### src/rtl/pfi_pkg.sv
// Package for the particle force integrator: opcodes, sequencer states and
// small saturating helpers. Depends on nothing; only particle_force_integrate uses it.
package pfi_pkg;

    typedef enum logic [2:0] {
        OP_CLEAR     = 3'd0,
        OP_DAMP      = 3'd1,
        OP_REPEL     = 3'd2,
        OP_ATTRACT   = 3'd3,
        OP_INTEGRATE = 3'd4,
        OP_TRAIL     = 3'd5
    } op_t;

    typedef enum logic [3:0] {
        ST_IDLE,
        ST_DECODE,
        ST_SQX,
        ST_SQY,
        ST_SQR,
        ST_SQRT,
        ST_PCT,
        ST_UNIT,
        ST_MUL1,
        ST_MUL2,
        ST_ACCUM,
        ST_DAMPX,
        ST_DAMPY,
        ST_WRITE
    } state_t;

    // Damping gain is a fixed Q0.16 factor, independent of the data format.
    localparam int GAIN_W = 16;
    localparam logic [GAIN_W-1:0] GAIN_RESET = 16'd5898;

    localparam logic signed [35:0] SAT_MAX = 36'sh0_7FFF_FFFF;
    localparam logic signed [35:0] SAT_MIN = -36'sh0_8000_0000;

    function automatic logic signed [31:0] sat32(input logic signed [35:0] v);
        logic signed [31:0] r;
        if (v > SAT_MAX)
        begin
            r = 32'sh7FFF_FFFF;
        end
        else if (v < SAT_MIN)
        begin
            r = 32'sh8000_0000;
        end
        else
        begin
            r = v[31:0];
        end
        return r;
    endfunction

    function automatic logic signed [35:0] ext36(input logic signed [31:0] v);
        return {{4{v[31]}}, v};
    endfunction

    function automatic logic [32:0] mag33(input logic signed [32:0] v);
        return v[32] ? 33'(-v) : 33'(v);
    endfunction

endpackage

### src/rtl/pfi_if.sv
// Handshake interfaces for the command and result channels.
// Depends on nothing.
interface pfi_cmd_if;
    logic               valid;
    logic               ready;
    logic [2:0]         opcode;
    logic               set_state;
    logic signed [31:0] point_x;
    logic signed [31:0] point_y;
    logic signed [31:0] new_vel_x;
    logic signed [31:0] new_vel_y;
    logic [30:0]        radius;
    logic signed [31:0] strength;

    modport source (output valid, opcode, set_state, point_x, point_y, new_vel_x,
                    new_vel_y, radius, strength, input ready);
    modport sink (input valid, opcode, set_state, point_x, point_y, new_vel_x,
                  new_vel_y, radius, strength, output ready);
endinterface

interface pfi_res_if;
    logic               valid;
    logic               ready;
    logic signed [31:0] pos_x;
    logic signed [31:0] pos_y;
    logic signed [31:0] vel_x;
    logic signed [31:0] vel_y;
    logic               in_range;

    modport source (output valid, pos_x, pos_y, vel_x, vel_y, in_range, input ready);
    modport sink (input valid, pos_x, pos_y, vel_x, vel_y, in_range, output ready);
endinterface

### src/rtl/pfi_mul.sv
// Bit-serial unsigned shift-add multiplier, one multiplier bit per cycle.
// Depends on nothing.
module pfi_mul #(
    parameter int AW = 32,
    parameter int BW = 32
) (
    input  logic               clk,
    input  logic               rst_n,
    input  logic               start,
    input  logic [AW-1:0]      a,
    input  logic [BW-1:0]      b,
    output logic               done,
    output logic [AW+BW-1:0]   product
);
    localparam int CW = $clog2(BW + 1);

    logic [AW-1:0]    a_reg;
    logic [AW+BW-1:0] acc_reg;
    logic [CW-1:0]    cnt_reg;
    logic             busy_reg;
    logic             done_reg;
    logic [AW:0]      sum;

    // The low half of the accumulator holds the multiplier bits not yet used.
    assign sum = {1'b0, acc_reg[AW+BW-1:BW]} + (acc_reg[0] ? {1'b0, a_reg} : '0);

    always_ff @(posedge clk or negedge rst_n)
    begin
        if (!rst_n)
        begin
            busy_reg <= 1'b0;
            done_reg <= 1'b0;
            cnt_reg  <= '0;
        end
        else
        begin
            done_reg <= 1'b0;
            if (start)
            begin
                busy_reg <= 1'b1;
                cnt_reg  <= CW'(BW);
            end
            else if (busy_reg)
            begin
                cnt_reg <= cnt_reg - 1'b1;
                if (cnt_reg == CW'(1))
                begin
                    busy_reg <= 1'b0;
                    done_reg <= 1'b1;
                end
            end
        end
    end

    always_ff @(posedge clk)
    begin
        if (start)
        begin
            a_reg   <= a;
            acc_reg <= {{AW{1'b0}}, b};
        end
        else if (busy_reg)
        begin
            acc_reg <= {sum, acc_reg[BW-1:1]};
        end
    end

    assign done    = done_reg;
    assign product = acc_reg;
endmodule

### src/rtl/pfi_div.sv
// Restoring unsigned divider, one quotient bit per cycle.
// Depends on nothing.
module pfi_div #(
    parameter int NW = 47,
    parameter int DW = 31
) (
    input  logic          clk,
    input  logic          rst_n,
    input  logic          start,
    input  logic [NW-1:0] num,
    input  logic [DW-1:0] den,
    output logic          done,
    output logic [NW-1:0] quotient
);
    localparam int CW = $clog2(NW + 1);

    logic [NW-1:0] nq_reg;
    logic [DW-1:0] rem_reg;
    logic [DW-1:0] den_reg;
    logic [CW-1:0] cnt_reg;
    logic          busy_reg;
    logic          done_reg;
    logic [DW:0]   trial;
    logic [DW:0]   diff;
    logic          ge;

    // nq_reg shifts dividend bits out at the top and quotient bits in below.
    assign trial = {rem_reg, nq_reg[NW-1]};
    assign diff  = trial - {1'b0, den_reg};
    assign ge    = trial >= {1'b0, den_reg};

    always_ff @(posedge clk or negedge rst_n)
    begin
        if (!rst_n)
        begin
            busy_reg <= 1'b0;
            done_reg <= 1'b0;
            cnt_reg  <= '0;
        end
        else
        begin
            done_reg <= 1'b0;
            if (start)
            begin
                busy_reg <= 1'b1;
                cnt_reg  <= CW'(NW);
            end
            else if (busy_reg)
            begin
                cnt_reg <= cnt_reg - 1'b1;
                if (cnt_reg == CW'(1))
                begin
                    busy_reg <= 1'b0;
                    done_reg <= 1'b1;
                end
            end
        end
    end

    always_ff @(posedge clk)
    begin
        if (start)
        begin
            nq_reg  <= num;
            rem_reg <= '0;
            den_reg <= den;
        end
        else if (busy_reg)
        begin
            nq_reg  <= {nq_reg[NW-2:0], ge};
            rem_reg <= ge ? diff[DW-1:0] : trial[DW-1:0];
        end
    end

    assign done     = done_reg;
    assign quotient = nq_reg;
endmodule

### src/rtl/pfi_sqrt.sv
// Digit-by-digit integer square root, two radicand bits per cycle.
// Depends on nothing.
module pfi_sqrt #(
    parameter int RW = 32
) (
    input  logic            clk,
    input  logic            rst_n,
    input  logic            start,
    input  logic [2*RW-1:0] radicand,
    output logic            done,
    output logic [RW-1:0]   root
);
    localparam int CW = $clog2(RW + 1);

    logic [2*RW-1:0] rad_reg;
    logic [RW+1:0]   rem_reg;
    logic [RW-1:0]   root_reg;
    logic [CW-1:0]   cnt_reg;
    logic            busy_reg;
    logic            done_reg;
    logic [RW+3:0]   shifted;
    logic [RW+3:0]   trial;
    logic [RW+3:0]   diff;
    logic            ge;

    assign shifted = {rem_reg, rad_reg[2*RW-1:2*RW-2]};
    assign trial   = {2'b00, root_reg, 2'b01};
    assign diff    = shifted - trial;
    assign ge      = shifted >= trial;

    always_ff @(posedge clk or negedge rst_n)
    begin
        if (!rst_n)
        begin
            busy_reg <= 1'b0;
            done_reg <= 1'b0;
            cnt_reg  <= '0;
        end
        else
        begin
            done_reg <= 1'b0;
            if (start)
            begin
                busy_reg <= 1'b1;
                cnt_reg  <= CW'(RW);
            end
            else if (busy_reg)
            begin
                cnt_reg <= cnt_reg - 1'b1;
                if (cnt_reg == CW'(1))
                begin
                    busy_reg <= 1'b0;
                    done_reg <= 1'b1;
                end
            end
        end
    end

    always_ff @(posedge clk)
    begin
        if (start)
        begin
            rad_reg  <= radicand;
            rem_reg  <= '0;
            root_reg <= '0;
        end
        else if (busy_reg)
        begin
            rad_reg  <= {rad_reg[2*RW-3:0], 2'b00};
            rem_reg  <= ge ? diff[RW+1:0] : shifted[RW+1:0];
            root_reg <= {root_reg[RW-2:0], ge};
        end
    end

    assign done = done_reg;
    assign root = root_reg;
endmodule

### src/rtl/particle_force_integrate.sv
// Top level of the particle force integrator: state registers, sequencer and
// the shared serial units. Depends on pfi_pkg, pfi_if, pfi_mul, pfi_div, pfi_sqrt.
//
//   channel | dir | transaction
//   cmd     | in  | one command (opcode or state load) per transaction
//   res     | out | position, velocity and in_range after that command
//   cfg     | in  | damping gain write, taken whenever cfg_we is high
//
// One command at a time. Clear, set, integrate and trail use no serial unit.
// Damp runs two 32-step products on the serial multiplier. Repel and attract
// run up to seven serial products, one 32-step square root and three
// (FRAC_BITS+31)-step divisions. A stalled result lets the next command run
// up to its write step, where it waits until the result is taken. Reset
// clears the particle state to zero.
module particle_force_integrate #(
    parameter int FRAC_BITS = 16
) (
    input  logic          clk,
    input  logic          rst_n,
    pfi_cmd_if.sink       cmd,
    pfi_res_if.source     res,
    input  logic          cfg_we,
    input  logic [15:0]   cfg_wdata
);
    localparam int NW = 31 + FRAC_BITS;
    localparam int QW = FRAC_BITS + 1;

    pfi_pkg::state_t state_reg, state_next;

    logic [pfi_pkg::GAIN_W-1:0] gain_reg;
    logic signed [31:0] pos_x_reg, pos_y_reg, vel_x_reg, vel_y_reg;
    logic signed [31:0] frc_x_reg, frc_y_reg;

    logic [2:0]         op_reg;
    logic               set_reg;
    logic signed [31:0] pt_x_reg, pt_y_reg, nv_x_reg, nv_y_reg, str_reg;
    logic [30:0]        rad_reg;

    logic signed [32:0] dx_reg, dy_reg;
    logic [62:0]        ssum_reg;
    logic [30:0]        dist_reg;
    logic [QW-1:0]      pct_reg, unit_reg, m_reg;
    logic [31:0]        mag_reg;
    logic               axis_reg;
    logic               hit_reg;
    logic               launched_reg;

    logic               out_valid_reg;
    logic signed [31:0] out_px_reg, out_py_reg, out_vx_reg, out_vy_reg;
    logic               out_hit_reg;

    logic               mul_start, div_start, sqrt_start;
    logic               mul_done, div_done, sqrt_done;
    logic [31:0]        mul_a, mul_b;
    logic [63:0]        mul_p;
    logic [NW-1:0]      div_num, div_q;
    logic [30:0]        div_den;
    logic [31:0]        sqrt_root;

    logic signed [32:0] dx_c, dy_c;
    logic [32:0]        adx_c, ady_c, adx, ady;
    logic               far_c;
    logic               out_free;
    logic [31:0]        astr;
    logic               is_radial, is_damp;
    logic               near_c;

    logic signed [31:0] vel_damp;
    logic [31:0]        avel;
    logic signed [49:0] sprod;
    logic signed [49:0] biased;
    logic signed [35:0] damp_sum;
    logic signed [31:0] frc_axis;
    logic               neg_radial;
    logic signed [35:0] radial_sum;

    logic signed [31:0] px_new, py_new, vx_new, vy_new;
    logic signed [32:0] trail_x, trail_y;

    assign is_radial = (op_reg == pfi_pkg::OP_REPEL) || (op_reg == pfi_pkg::OP_ATTRACT);
    assign is_damp   = (op_reg == pfi_pkg::OP_DAMP);

    assign dx_c  = {pos_x_reg[31], pos_x_reg} - {pt_x_reg[31], pt_x_reg};
    assign dy_c  = {pos_y_reg[31], pos_y_reg} - {pt_y_reg[31], pt_y_reg};
    assign adx_c = pfi_pkg::mag33(dx_c);
    assign ady_c = pfi_pkg::mag33(dy_c);
    // Any axis offset of 2^31 or more is out of range outright.
    assign far_c = adx_c[32] | adx_c[31] | ady_c[32] | ady_c[31];
    assign adx   = pfi_pkg::mag33(dx_reg);
    assign ady   = pfi_pkg::mag33(dy_reg);
    assign astr  = str_reg[31] ? 32'(-str_reg) : 32'(str_reg);
    assign near_c = (ssum_reg < mul_p[62:0]) && (ssum_reg != '0);

    assign out_free  = !out_valid_reg || res.ready;
    assign cmd.ready = (state_reg == pfi_pkg::ST_IDLE);

    // Sequencer.
    always_ff @(posedge clk or negedge rst_n)
    begin
        if (!rst_n)
        begin
            state_reg <= pfi_pkg::ST_IDLE;
        end
        else
        begin
            state_reg <= state_next;
        end
    end

    always_comb
    begin
        state_next = state_reg;
        mul_start  = 1'b0;
        div_start  = 1'b0;
        sqrt_start = 1'b0;
        unique case (state_reg)
            pfi_pkg::ST_IDLE:
            begin
                if (cmd.valid)
                begin
                    state_next = pfi_pkg::ST_DECODE;
                end
            end
            pfi_pkg::ST_DECODE:
            begin
                if (set_reg)
                begin
                    state_next = pfi_pkg::ST_WRITE;
                end
                else if (is_damp)
                begin
                    state_next = pfi_pkg::ST_DAMPX;
                end
                else if (is_radial && !far_c)
                begin
                    state_next = pfi_pkg::ST_SQX;
                end
                else
                begin
                    state_next = pfi_pkg::ST_WRITE;
                end
            end
            pfi_pkg::ST_SQX:
            begin
                mul_start = !launched_reg;
                if (mul_done)
                begin
                    state_next = pfi_pkg::ST_SQY;
                end
            end
            pfi_pkg::ST_SQY:
            begin
                mul_start = !launched_reg;
                if (mul_done)
                begin
                    state_next = pfi_pkg::ST_SQR;
                end
            end
            pfi_pkg::ST_SQR:
            begin
                mul_start = !launched_reg;
                if (mul_done)
                begin
                    state_next = near_c ? pfi_pkg::ST_SQRT : pfi_pkg::ST_WRITE;
                end
            end
            pfi_pkg::ST_SQRT:
            begin
                sqrt_start = !launched_reg;
                if (sqrt_done)
                begin
                    state_next = pfi_pkg::ST_PCT;
                end
            end
            pfi_pkg::ST_PCT:
            begin
                div_start = !launched_reg;
                if (div_done)
                begin
                    state_next = pfi_pkg::ST_UNIT;
                end
            end
            pfi_pkg::ST_UNIT:
            begin
                div_start = !launched_reg;
                if (div_done)
                begin
                    state_next = pfi_pkg::ST_MUL1;
                end
            end
            pfi_pkg::ST_MUL1:
            begin
                mul_start = !launched_reg;
                if (mul_done)
                begin
                    state_next = pfi_pkg::ST_MUL2;
                end
            end
            pfi_pkg::ST_MUL2:
            begin
                mul_start = !launched_reg;
                if (mul_done)
                begin
                    state_next = pfi_pkg::ST_ACCUM;
                end
            end
            pfi_pkg::ST_ACCUM:
            begin
                state_next = axis_reg ? pfi_pkg::ST_WRITE : pfi_pkg::ST_UNIT;
            end
            pfi_pkg::ST_DAMPX:
            begin
                mul_start = !launched_reg;
                if (mul_done)
                begin
                    state_next = pfi_pkg::ST_DAMPY;
                end
            end
            pfi_pkg::ST_DAMPY:
            begin
                mul_start = !launched_reg;
                if (mul_done)
                begin
                    state_next = pfi_pkg::ST_WRITE;
                end
            end
            pfi_pkg::ST_WRITE:
            begin
                if (out_free)
                begin
                    state_next = pfi_pkg::ST_IDLE;
                end
            end
            default:
            begin
                state_next = pfi_pkg::ST_IDLE;
            end
        endcase
    end

    // Operand selection for the shared units.
    always_comb
    begin
        mul_a = '0;
        mul_b = '0;
        case (state_reg)
            pfi_pkg::ST_SQX:
            begin
                mul_a = adx[31:0];
                mul_b = adx[31:0];
            end
            pfi_pkg::ST_SQY:
            begin
                mul_a = ady[31:0];
                mul_b = ady[31:0];
            end
            pfi_pkg::ST_SQR:
            begin
                mul_a = {1'b0, rad_reg};
                mul_b = {1'b0, rad_reg};
            end
            pfi_pkg::ST_MUL1:
            begin
                mul_a = 32'(unit_reg);
                mul_b = 32'(pct_reg);
            end
            pfi_pkg::ST_MUL2:
            begin
                mul_a = 32'(m_reg);
                mul_b = astr;
            end
            pfi_pkg::ST_DAMPX, pfi_pkg::ST_DAMPY:
            begin
                mul_a = avel;
                mul_b = 32'(gain_reg);
            end
            default:
            begin
                mul_a = '0;
                mul_b = '0;
            end
        endcase
    end

    always_comb
    begin
        if (state_reg == pfi_pkg::ST_PCT)
        begin
            div_num = {rad_reg - dist_reg, {FRAC_BITS{1'b0}}};
        end
        else if (axis_reg)
        begin
            div_num = {ady[30:0], {FRAC_BITS{1'b0}}};
        end
        else
        begin
            div_num = {adx[30:0], {FRAC_BITS{1'b0}}};
        end
    end

    assign div_den = (state_reg == pfi_pkg::ST_PCT) ? rad_reg : dist_reg;

    pfi_mul #(.AW(32), .BW(32)) u_mul (
        .clk     (clk),
        .rst_n   (rst_n),
        .start   (mul_start),
        .a       (mul_a),
        .b       (mul_b),
        .done    (mul_done),
        .product (mul_p)
    );

    pfi_div #(.NW(NW), .DW(31)) u_div (
        .clk      (clk),
        .rst_n    (rst_n),
        .start    (div_start),
        .num      (div_num),
        .den      (div_den),
        .done     (div_done),
        .quotient (div_q)
    );

    pfi_sqrt #(.RW(32)) u_sqrt (
        .clk      (clk),
        .rst_n    (rst_n),
        .start    (sqrt_start),
        .radicand ({1'b0, ssum_reg}),
        .done     (sqrt_done),
        .root     (sqrt_root)
    );

    // Damping: the product is rounded half up, then subtracted from the force.
    assign vel_damp = (state_reg == pfi_pkg::ST_DAMPY) ? vel_y_reg : vel_x_reg;
    assign avel     = vel_damp[31] ? 32'(-vel_damp) : 32'(vel_damp);
    assign frc_axis = (state_reg == pfi_pkg::ST_DAMPY) ? frc_y_reg :
                      ((state_reg == pfi_pkg::ST_ACCUM) && axis_reg) ? frc_y_reg : frc_x_reg;
    assign sprod    = vel_damp[31] ? -$signed({2'b00, mul_p[47:0]})
                                   : $signed({2'b00, mul_p[47:0]});
    assign biased   = sprod + 50'sd32768;
    assign damp_sum = pfi_pkg::ext36(frc_axis) - {{2{biased[49]}}, biased[49:16]};

    // Radial term: sign of the offset times sign of the strength, flipped for attract.
    assign neg_radial = (axis_reg ? dy_reg[32] : dx_reg[32]) ^ str_reg[31]
                        ^ (op_reg == pfi_pkg::OP_ATTRACT);
    assign radial_sum = pfi_pkg::ext36(frc_axis)
                        + (neg_radial ? -$signed({4'b0000, mag_reg})
                                      : $signed({4'b0000, mag_reg}));

    // Final state update for set, integrate and trail, applied in the write step.
    assign trail_x = {pt_x_reg[31], pt_x_reg} + {pos_x_reg[31], pos_x_reg};
    assign trail_y = {pt_y_reg[31], pt_y_reg} + {pos_y_reg[31], pos_y_reg};

    always_comb
    begin
        px_new = pos_x_reg;
        py_new = pos_y_reg;
        vx_new = vel_x_reg;
        vy_new = vel_y_reg;
        if (set_reg)
        begin
            px_new = pt_x_reg;
            py_new = pt_y_reg;
            vx_new = nv_x_reg;
            vy_new = nv_y_reg;
        end
        else if (op_reg == pfi_pkg::OP_INTEGRATE)
        begin
            vx_new = pfi_pkg::sat32(pfi_pkg::ext36(vel_x_reg) + pfi_pkg::ext36(frc_x_reg));
            vy_new = pfi_pkg::sat32(pfi_pkg::ext36(vel_y_reg) + pfi_pkg::ext36(frc_y_reg));
            px_new = pfi_pkg::sat32(pfi_pkg::ext36(pos_x_reg) + pfi_pkg::ext36(vx_new));
            py_new = pfi_pkg::sat32(pfi_pkg::ext36(pos_y_reg) + pfi_pkg::ext36(vy_new));
        end
        else if (op_reg == pfi_pkg::OP_TRAIL)
        begin
            px_new = trail_x[32:1];
            py_new = trail_y[32:1];
        end
    end

    // Particle state, configuration and result handshake.
    always_ff @(posedge clk or negedge rst_n)
    begin
        if (!rst_n)
        begin
            gain_reg      <= pfi_pkg::GAIN_RESET;
            pos_x_reg     <= '0;
            pos_y_reg     <= '0;
            vel_x_reg     <= '0;
            vel_y_reg     <= '0;
            frc_x_reg     <= '0;
            frc_y_reg     <= '0;
            launched_reg  <= 1'b0;
            out_valid_reg <= 1'b0;
        end
        else
        begin
            if (cfg_we)
            begin
                gain_reg <= cfg_wdata;
            end

            if (mul_start || div_start || sqrt_start)
            begin
                launched_reg <= 1'b1;
            end
            else if (mul_done || div_done || sqrt_done)
            begin
                launched_reg <= 1'b0;
            end

            if (state_reg == pfi_pkg::ST_DAMPX && mul_done)
            begin
                frc_x_reg <= pfi_pkg::sat32(damp_sum);
            end
            if (state_reg == pfi_pkg::ST_DAMPY && mul_done)
            begin
                frc_y_reg <= pfi_pkg::sat32(damp_sum);
            end
            if (state_reg == pfi_pkg::ST_ACCUM)
            begin
                if (axis_reg)
                begin
                    frc_y_reg <= pfi_pkg::sat32(radial_sum);
                end
                else
                begin
                    frc_x_reg <= pfi_pkg::sat32(radial_sum);
                end
            end

            if (state_reg == pfi_pkg::ST_WRITE && out_free)
            begin
                pos_x_reg     <= px_new;
                pos_y_reg     <= py_new;
                vel_x_reg     <= vx_new;
                vel_y_reg     <= vy_new;
                if (!set_reg && op_reg == pfi_pkg::OP_CLEAR)
                begin
                    frc_x_reg <= '0;
                    frc_y_reg <= '0;
                end
                out_valid_reg <= 1'b1;
            end
            else if (res.ready)
            begin
                out_valid_reg <= 1'b0;
            end
        end
    end

    // Command latch and working registers.
    always_ff @(posedge clk)
    begin
        if (cmd.valid && cmd.ready)
        begin
            op_reg   <= cmd.opcode;
            set_reg  <= cmd.set_state;
            pt_x_reg <= cmd.point_x;
            pt_y_reg <= cmd.point_y;
            nv_x_reg <= cmd.new_vel_x;
            nv_y_reg <= cmd.new_vel_y;
            rad_reg  <= cmd.radius;
            str_reg  <= cmd.strength;
        end

        if (state_reg == pfi_pkg::ST_DECODE)
        begin
            dx_reg   <= dx_c;
            dy_reg   <= dy_c;
            hit_reg  <= 1'b0;
            axis_reg <= 1'b0;
        end

        if (mul_done)
        begin
            case (state_reg)
                pfi_pkg::ST_SQX:  ssum_reg <= mul_p[62:0];
                pfi_pkg::ST_SQY:  ssum_reg <= ssum_reg + mul_p[62:0];
                pfi_pkg::ST_SQR:  hit_reg  <= ssum_reg < mul_p[62:0];
                pfi_pkg::ST_MUL1: m_reg    <= mul_p[2*FRAC_BITS:FRAC_BITS];
                pfi_pkg::ST_MUL2: mag_reg  <= mul_p[FRAC_BITS+31:FRAC_BITS];
                default:          m_reg    <= m_reg;
            endcase
        end

        if (sqrt_done)
        begin
            dist_reg <= sqrt_root[30:0];
        end

        if (div_done)
        begin
            if (state_reg == pfi_pkg::ST_PCT)
            begin
                pct_reg <= div_q[QW-1:0];
            end
            else
            begin
                unit_reg <= div_q[QW-1:0];
            end
        end

        if (state_reg == pfi_pkg::ST_ACCUM)
        begin
            axis_reg <= 1'b1;
        end

        if (state_reg == pfi_pkg::ST_WRITE && out_free)
        begin
            out_px_reg  <= px_new;
            out_py_reg  <= py_new;
            out_vx_reg  <= vx_new;
            out_vy_reg  <= vy_new;
            out_hit_reg <= hit_reg;
        end
    end

    assign res.valid    = out_valid_reg;
    assign res.pos_x    = out_px_reg;
    assign res.pos_y    = out_py_reg;
    assign res.vel_x    = out_vx_reg;
    assign res.vel_y    = out_vy_reg;
    assign res.in_range = out_hit_reg;
endmodule
### src/flat_wrapper.sv
// flat-port wrapper written by rule: the top's interface ports become plain ports
module particle_force_integrate_flat 
#(
    parameter int FRAC_BITS = 16
)
  (clk, rst_n, cfg_we, cfg_wdata, cmd_valid, cmd_opcode, cmd_set_state, cmd_point_x, cmd_point_y, cmd_new_vel_x, cmd_new_vel_y, cmd_radius, cmd_strength, cmd_ready, res_valid, res_pos_x, res_pos_y, res_vel_x, res_vel_y, res_in_range, res_ready);
  pfi_cmd_if cmd_i ();
  pfi_res_if res_i ();
  input  logic clk;
  input  logic rst_n;
  input  logic cfg_we;
  input  logic [15:0] cfg_wdata;
  input wire logic [$bits(cmd_i.valid)-1:0] cmd_valid;
  input wire logic [$bits(cmd_i.opcode)-1:0] cmd_opcode;
  input wire logic [$bits(cmd_i.set_state)-1:0] cmd_set_state;
  input wire logic [$bits(cmd_i.point_x)-1:0] cmd_point_x;
  input wire logic [$bits(cmd_i.point_y)-1:0] cmd_point_y;
  input wire logic [$bits(cmd_i.new_vel_x)-1:0] cmd_new_vel_x;
  input wire logic [$bits(cmd_i.new_vel_y)-1:0] cmd_new_vel_y;
  input wire logic [$bits(cmd_i.radius)-1:0] cmd_radius;
  input wire logic [$bits(cmd_i.strength)-1:0] cmd_strength;
  output wire logic [$bits(cmd_i.ready)-1:0] cmd_ready;
  output wire logic [$bits(res_i.valid)-1:0] res_valid;
  output wire logic [$bits(res_i.pos_x)-1:0] res_pos_x;
  output wire logic [$bits(res_i.pos_y)-1:0] res_pos_y;
  output wire logic [$bits(res_i.vel_x)-1:0] res_vel_x;
  output wire logic [$bits(res_i.vel_y)-1:0] res_vel_y;
  output wire logic [$bits(res_i.in_range)-1:0] res_in_range;
  input wire logic [$bits(res_i.ready)-1:0] res_ready;
  assign cmd_i.valid = cmd_valid;
  assign cmd_i.opcode = cmd_opcode;
  assign cmd_i.set_state = cmd_set_state;
  assign cmd_i.point_x = cmd_point_x;
  assign cmd_i.point_y = cmd_point_y;
  assign cmd_i.new_vel_x = cmd_new_vel_x;
  assign cmd_i.new_vel_y = cmd_new_vel_y;
  assign cmd_i.radius = cmd_radius;
  assign cmd_i.strength = cmd_strength;
  assign cmd_ready = cmd_i.ready;
  assign res_valid = res_i.valid;
  assign res_pos_x = res_i.pos_x;
  assign res_pos_y = res_i.pos_y;
  assign res_vel_x = res_i.vel_x;
  assign res_vel_y = res_i.vel_y;
  assign res_in_range = res_i.in_range;
  assign res_i.ready = res_ready;
  particle_force_integrate #(.FRAC_BITS(FRAC_BITS)) u_core (.clk(clk), .rst_n(rst_n), .cmd(cmd_i), .res(res_i), .cfg_we(cfg_we), .cfg_wdata(cfg_wdata));
endmodule
### config.mk
export PLATFORM = sky130hd
export DESIGN_NAME = particle_force_integrate_flat
export DESIGN_NICKNAME = d
export VERILOG_FILES = /design/src/rtl/pfi_pkg.sv /design/src/rtl/pfi_if.sv /design/src/rtl/pfi_mul.sv /design/src/rtl/pfi_div.sv /design/src/rtl/pfi_sqrt.sv /design/src/rtl/particle_force_integrate.sv /design/src/flat_wrapper.sv
export SDC_FILE = /design/constraint.sdc
export NUM_CORES = 2
export LEC_CHECK = 0
export BUFFER_PORTS_ARGS = -buffer_cell sky130_fd_sc_hd__buf_2
export CORE_MARGIN = 10
export CORE_UTILIZATION = 25
export CTS_CLUSTER_DIAMETER = 150
export DETAILED_ROUTE_END_ITERATION = 8
export PLACE_DENSITY = 0.5
export SYNTH_ARGS = -nofsm -noshare
export SYNTH_HDL_FRONTEND = slang
export SYNTH_SLANG_ARGS = --single-unit
export TNS_END_PERCENT = 20
### constraint.sdc
create_clock -name clk -period 20.9 [get_ports clk]
set_input_delay 4.18 -clock clk [delete_from_list [all_inputs] [get_ports clk]]
set_output_delay 4.18 -clock clk [all_outputs]
set_load 0.02 [all_outputs]
==> results.md <==
* Worst path arrival time at 9.79 ns
* CP required at 21.55 ns
* Layout cells sized above 1 at 0.102
* CP max FO at approximately 50
* Overall routed net length at ~340000 µm
* CTS buffer count at about 150
* Io pins at 347
* RSZ-0062 raised after global routing: no
* Die area at 0.349 mm²
* Worst Setup Start Kind: flip-flop
* Hpwl dp at 269000 µm
* TritonCTS clock tree: done
* Clock transition at path regs at 0.07 ns
* GRT overflow at 0
* Final cycle utilization of the critical path at 0.437
* Syn avg cell area at around 9 µm²
* Clock Sinks at 1142
* Total GRT Usage at 0.187
* Top FF cell, synth: edfxtp_1
* Post-synthesis cell count at 8871
* Multi-input gate area at 0.0463 mm²
* H-tree lvl count at 4
* Num rows at around 210
* Fmax at 0.109 GHz
* CP max stage cell: nand2_1
* Worst-margin pin slew at 1.68 ns
* Via count at 72300
* Initial antenna violation count at 48
* Vias in the first global route at 68700
* FF-to-FF Start: u_core.state_reg[3]$_DFFE_PN0P_
* Number of setup buffers added after CTS at 0
* Yosys warns at 0
* Seq/Total Area, Yosys at 0.391
* CP top delay family: simple AND/OR/NAND/NOR gates
* Crit-path cells: nor4bb_4, buf_4, mux2i_4, buf_4, nor2_1, xnor2_1, ha_1, nand3_1, nor3_1, nand3b_1, nor2_2, o21ai_0, o2bb2ai_1, xnor2_1, ha_1, nand4_1, or4_1, o31ai_1, o311ai_1, o31ai_2, nand2_1, o221ai_1, o211ai_1
* Worst Hold Class: flip-flop to flip-flop
* Final setup viols at 0
* Number of distinct library cells after synthesis at 107
* Post-layout util at 0.286
* Max cap viols at 0
* R2r worst-path depth at 23
* Kind of critical path: flip-flop to flip-flop
* Register area at approximately 0.032 mm²
* Area Overhead vs Synth at 13.9%
* Skew-Pair Late Insertion Delay at 0.86 ns
* Die Y at 590 µm
* Post-synth ARST share at 0.208
* Largest net degree at the start of global routing at 147
* Die W at 590 µm
* WL per Instance at 25.5 µm
* Final Critical Period at 9.14 ns
* Mapped cell area at 0.0814 mm²
* EDFF count, synth at a little under 800
* CTS root buf: clkbuf_16
* Worst r2r dst: u_core.frc_y_reg[12]$_DFF_PN0_
* Final-layout fill cell count at 34300
* WHS Endpoint: u_core.unit_reg[12]$_DFFE_PP_
* Hold Fails Final Rpt at 0
* Max_slew headroom at -0.118
* #FFs+latches synth at 1142
* Drt first pass iters at 6
* Syn nets at 9692
* CP endpoint kind: flip-flop
* Skew final at 0.0800 ns
* Antenna viol nets, final at 0
* Core ar. at 0.324 mm²
* Final #Nets at 9878
* First-pass GRT wire length at 490000 µm
* I/O Buffers at 346
* Reg2Reg Setup Slack at 11.76 ns
* CTS Buffer Depth at 4
* Initial Util at 0.251
* Avg Vias per Cell at around 5.4
* Cts-stage hold buffer count at 0
* Buffer and inverter count on the worst path at 2
* Initial DRC count at 7501
* CTS resizes at 0
* Final Max Slew Viols at 81
* Hold_sp: u_core.u_div.quotient[12]$_SDFFCE_PP0P_
* Failing checks: max-slew violations
* Setup TNS at 0 ns
* Final hold slack at 0.445 ns
* CP max stage delay at between 0.9 and 1 ns
* Worst Hold Path Cells at 0
* DRC Markers at 0
* Final GP Congestion at 0.973
* Status: complete, but fails checks
[per-layer routing]
layer	up-vias	GRT usage	wire, µm
met2	3043	0.287	148000
met5	-	0	68
met1	35600	0.262	156000
met4	12	0.0648	13900
met3	496	0.0364	26300
li1	33100	-	-
[cell usage in the layout (no fill, tap or decap), drive strengths merged, types with 232 or more instances in the layout]
| master | instances |
|---|---|
| xnor2 | 390 |
| ha | 591 |
| inv | 513 |
| a21oi | 720 |
| dfrtp | 232 |
| buf | 447 |
| edfxtp | 772 |
| nand2 | 884 |
| nor2 | 652 |
| o21ai | 645 |
[worst reg2reg max path: stages (launching register included)]
cell	delay (ns)
dfrtp_1	0.74
nor4bb_4	0.40
buf_4	0.61
mux2i_4	0.37
buf_4	0.46
nor2_1	0.16
xnor2_1	0.20
ha_1	0.26
nand3_1	0.22
nor3_1	0.44
nand3b_1	0.28
nor2_2	0.28
o21ai_0	0.15
o2bb2ai_1	0.16
xnor2_1	0.15
ha_1	0.46
nand4_1	0.24
or4_1	0.44
o31ai_1	0.59
o311ai_1	0.27
o31ai_2	0.49
nand2_1	0.92
o221ai_1	0.54
o211ai_1	0.16
[per-stage QoR]
stage,instance area [µm²],worst slack [ns],instances
floorplan,81400,11.55,8871
global placement,87900,12.06,13200
detailed placement,87900,11.99,13200
CTS,92600,11.91,13500
global route,92700,10.95,13500
finish,92700,11.76,13500
[cell families after synthesis]
kind of cell    synth area share
flops                      0.391
simple gates               0.148
mux                       0.0361
compound gates             0.220
buf+inv                   0.0429
fa+ha+maj                 0.0967
xor+xnor                  0.0656
[synthesized netlist by cell type (132+ instances only)]
cell type / count / area (µm²)
a21o_1: 204 / 1530
a21oi_1: 718 / 3590
clkbuf_1: 331 / 1240
dfrtp_1: 232 / 5810
dfxtp_1: 132 / 2640
edfxtp_1: 772 / 23200
ha_1: 591 / 7390
inv_1: 500 / 1880
mux2i_1: 162 / 1620
nand2_1: 884 / 3320
nor2_1: 648 / 2430
nor3_1: 163 / 816
o21ai_0: 596 / 2980
xnor2_1: 390 / 3420
xor2_1: 219 / 1920
[worst max-delay path by stage]
stage                                    startpoint                              to  cells past startpoint
finish              u_core.state_reg[3]$_DFFE_PN0P_  u_core.frc_y_reg[12]$_DFF_PN0_                     23
global route        u_core.state_reg[3]$_DFFE_PN0P_   u_core.frc_y_reg[5]$_DFF_PN0_                     23
detailed placement  u_core.state_reg[3]$_DFFE_PN0P_  u_core.frc_y_reg[12]$_DFF_PN0_                     23
global placement    u_core.state_reg[3]$_DFFE_PN0P_   u_core.frc_y_reg[6]$_DFF_PN0_                     23
CTS                 u_core.state_reg[3]$_DFFE_PN0P_   u_core.frc_y_reg[0]$_DFF_PN0_                     23
floorplan                                 res_ready   u_core.res.in_range$_DFFE_PP_                      6
[cell type report]
class                   instances  share of cell area
diodes                         11            0.000297
multi-input cells            6814               0.499
flip-flops and latches       1142               0.343
repair buffers                447              0.0271
clock buffers                 174              0.0427
clock inverters                84             0.00856
inverters                     506              0.0206
well taps                    4325              0.0584
Power is not shown: default switching activity piles up to over one toggle a cycle in this logic, so the estimate is an artifact.
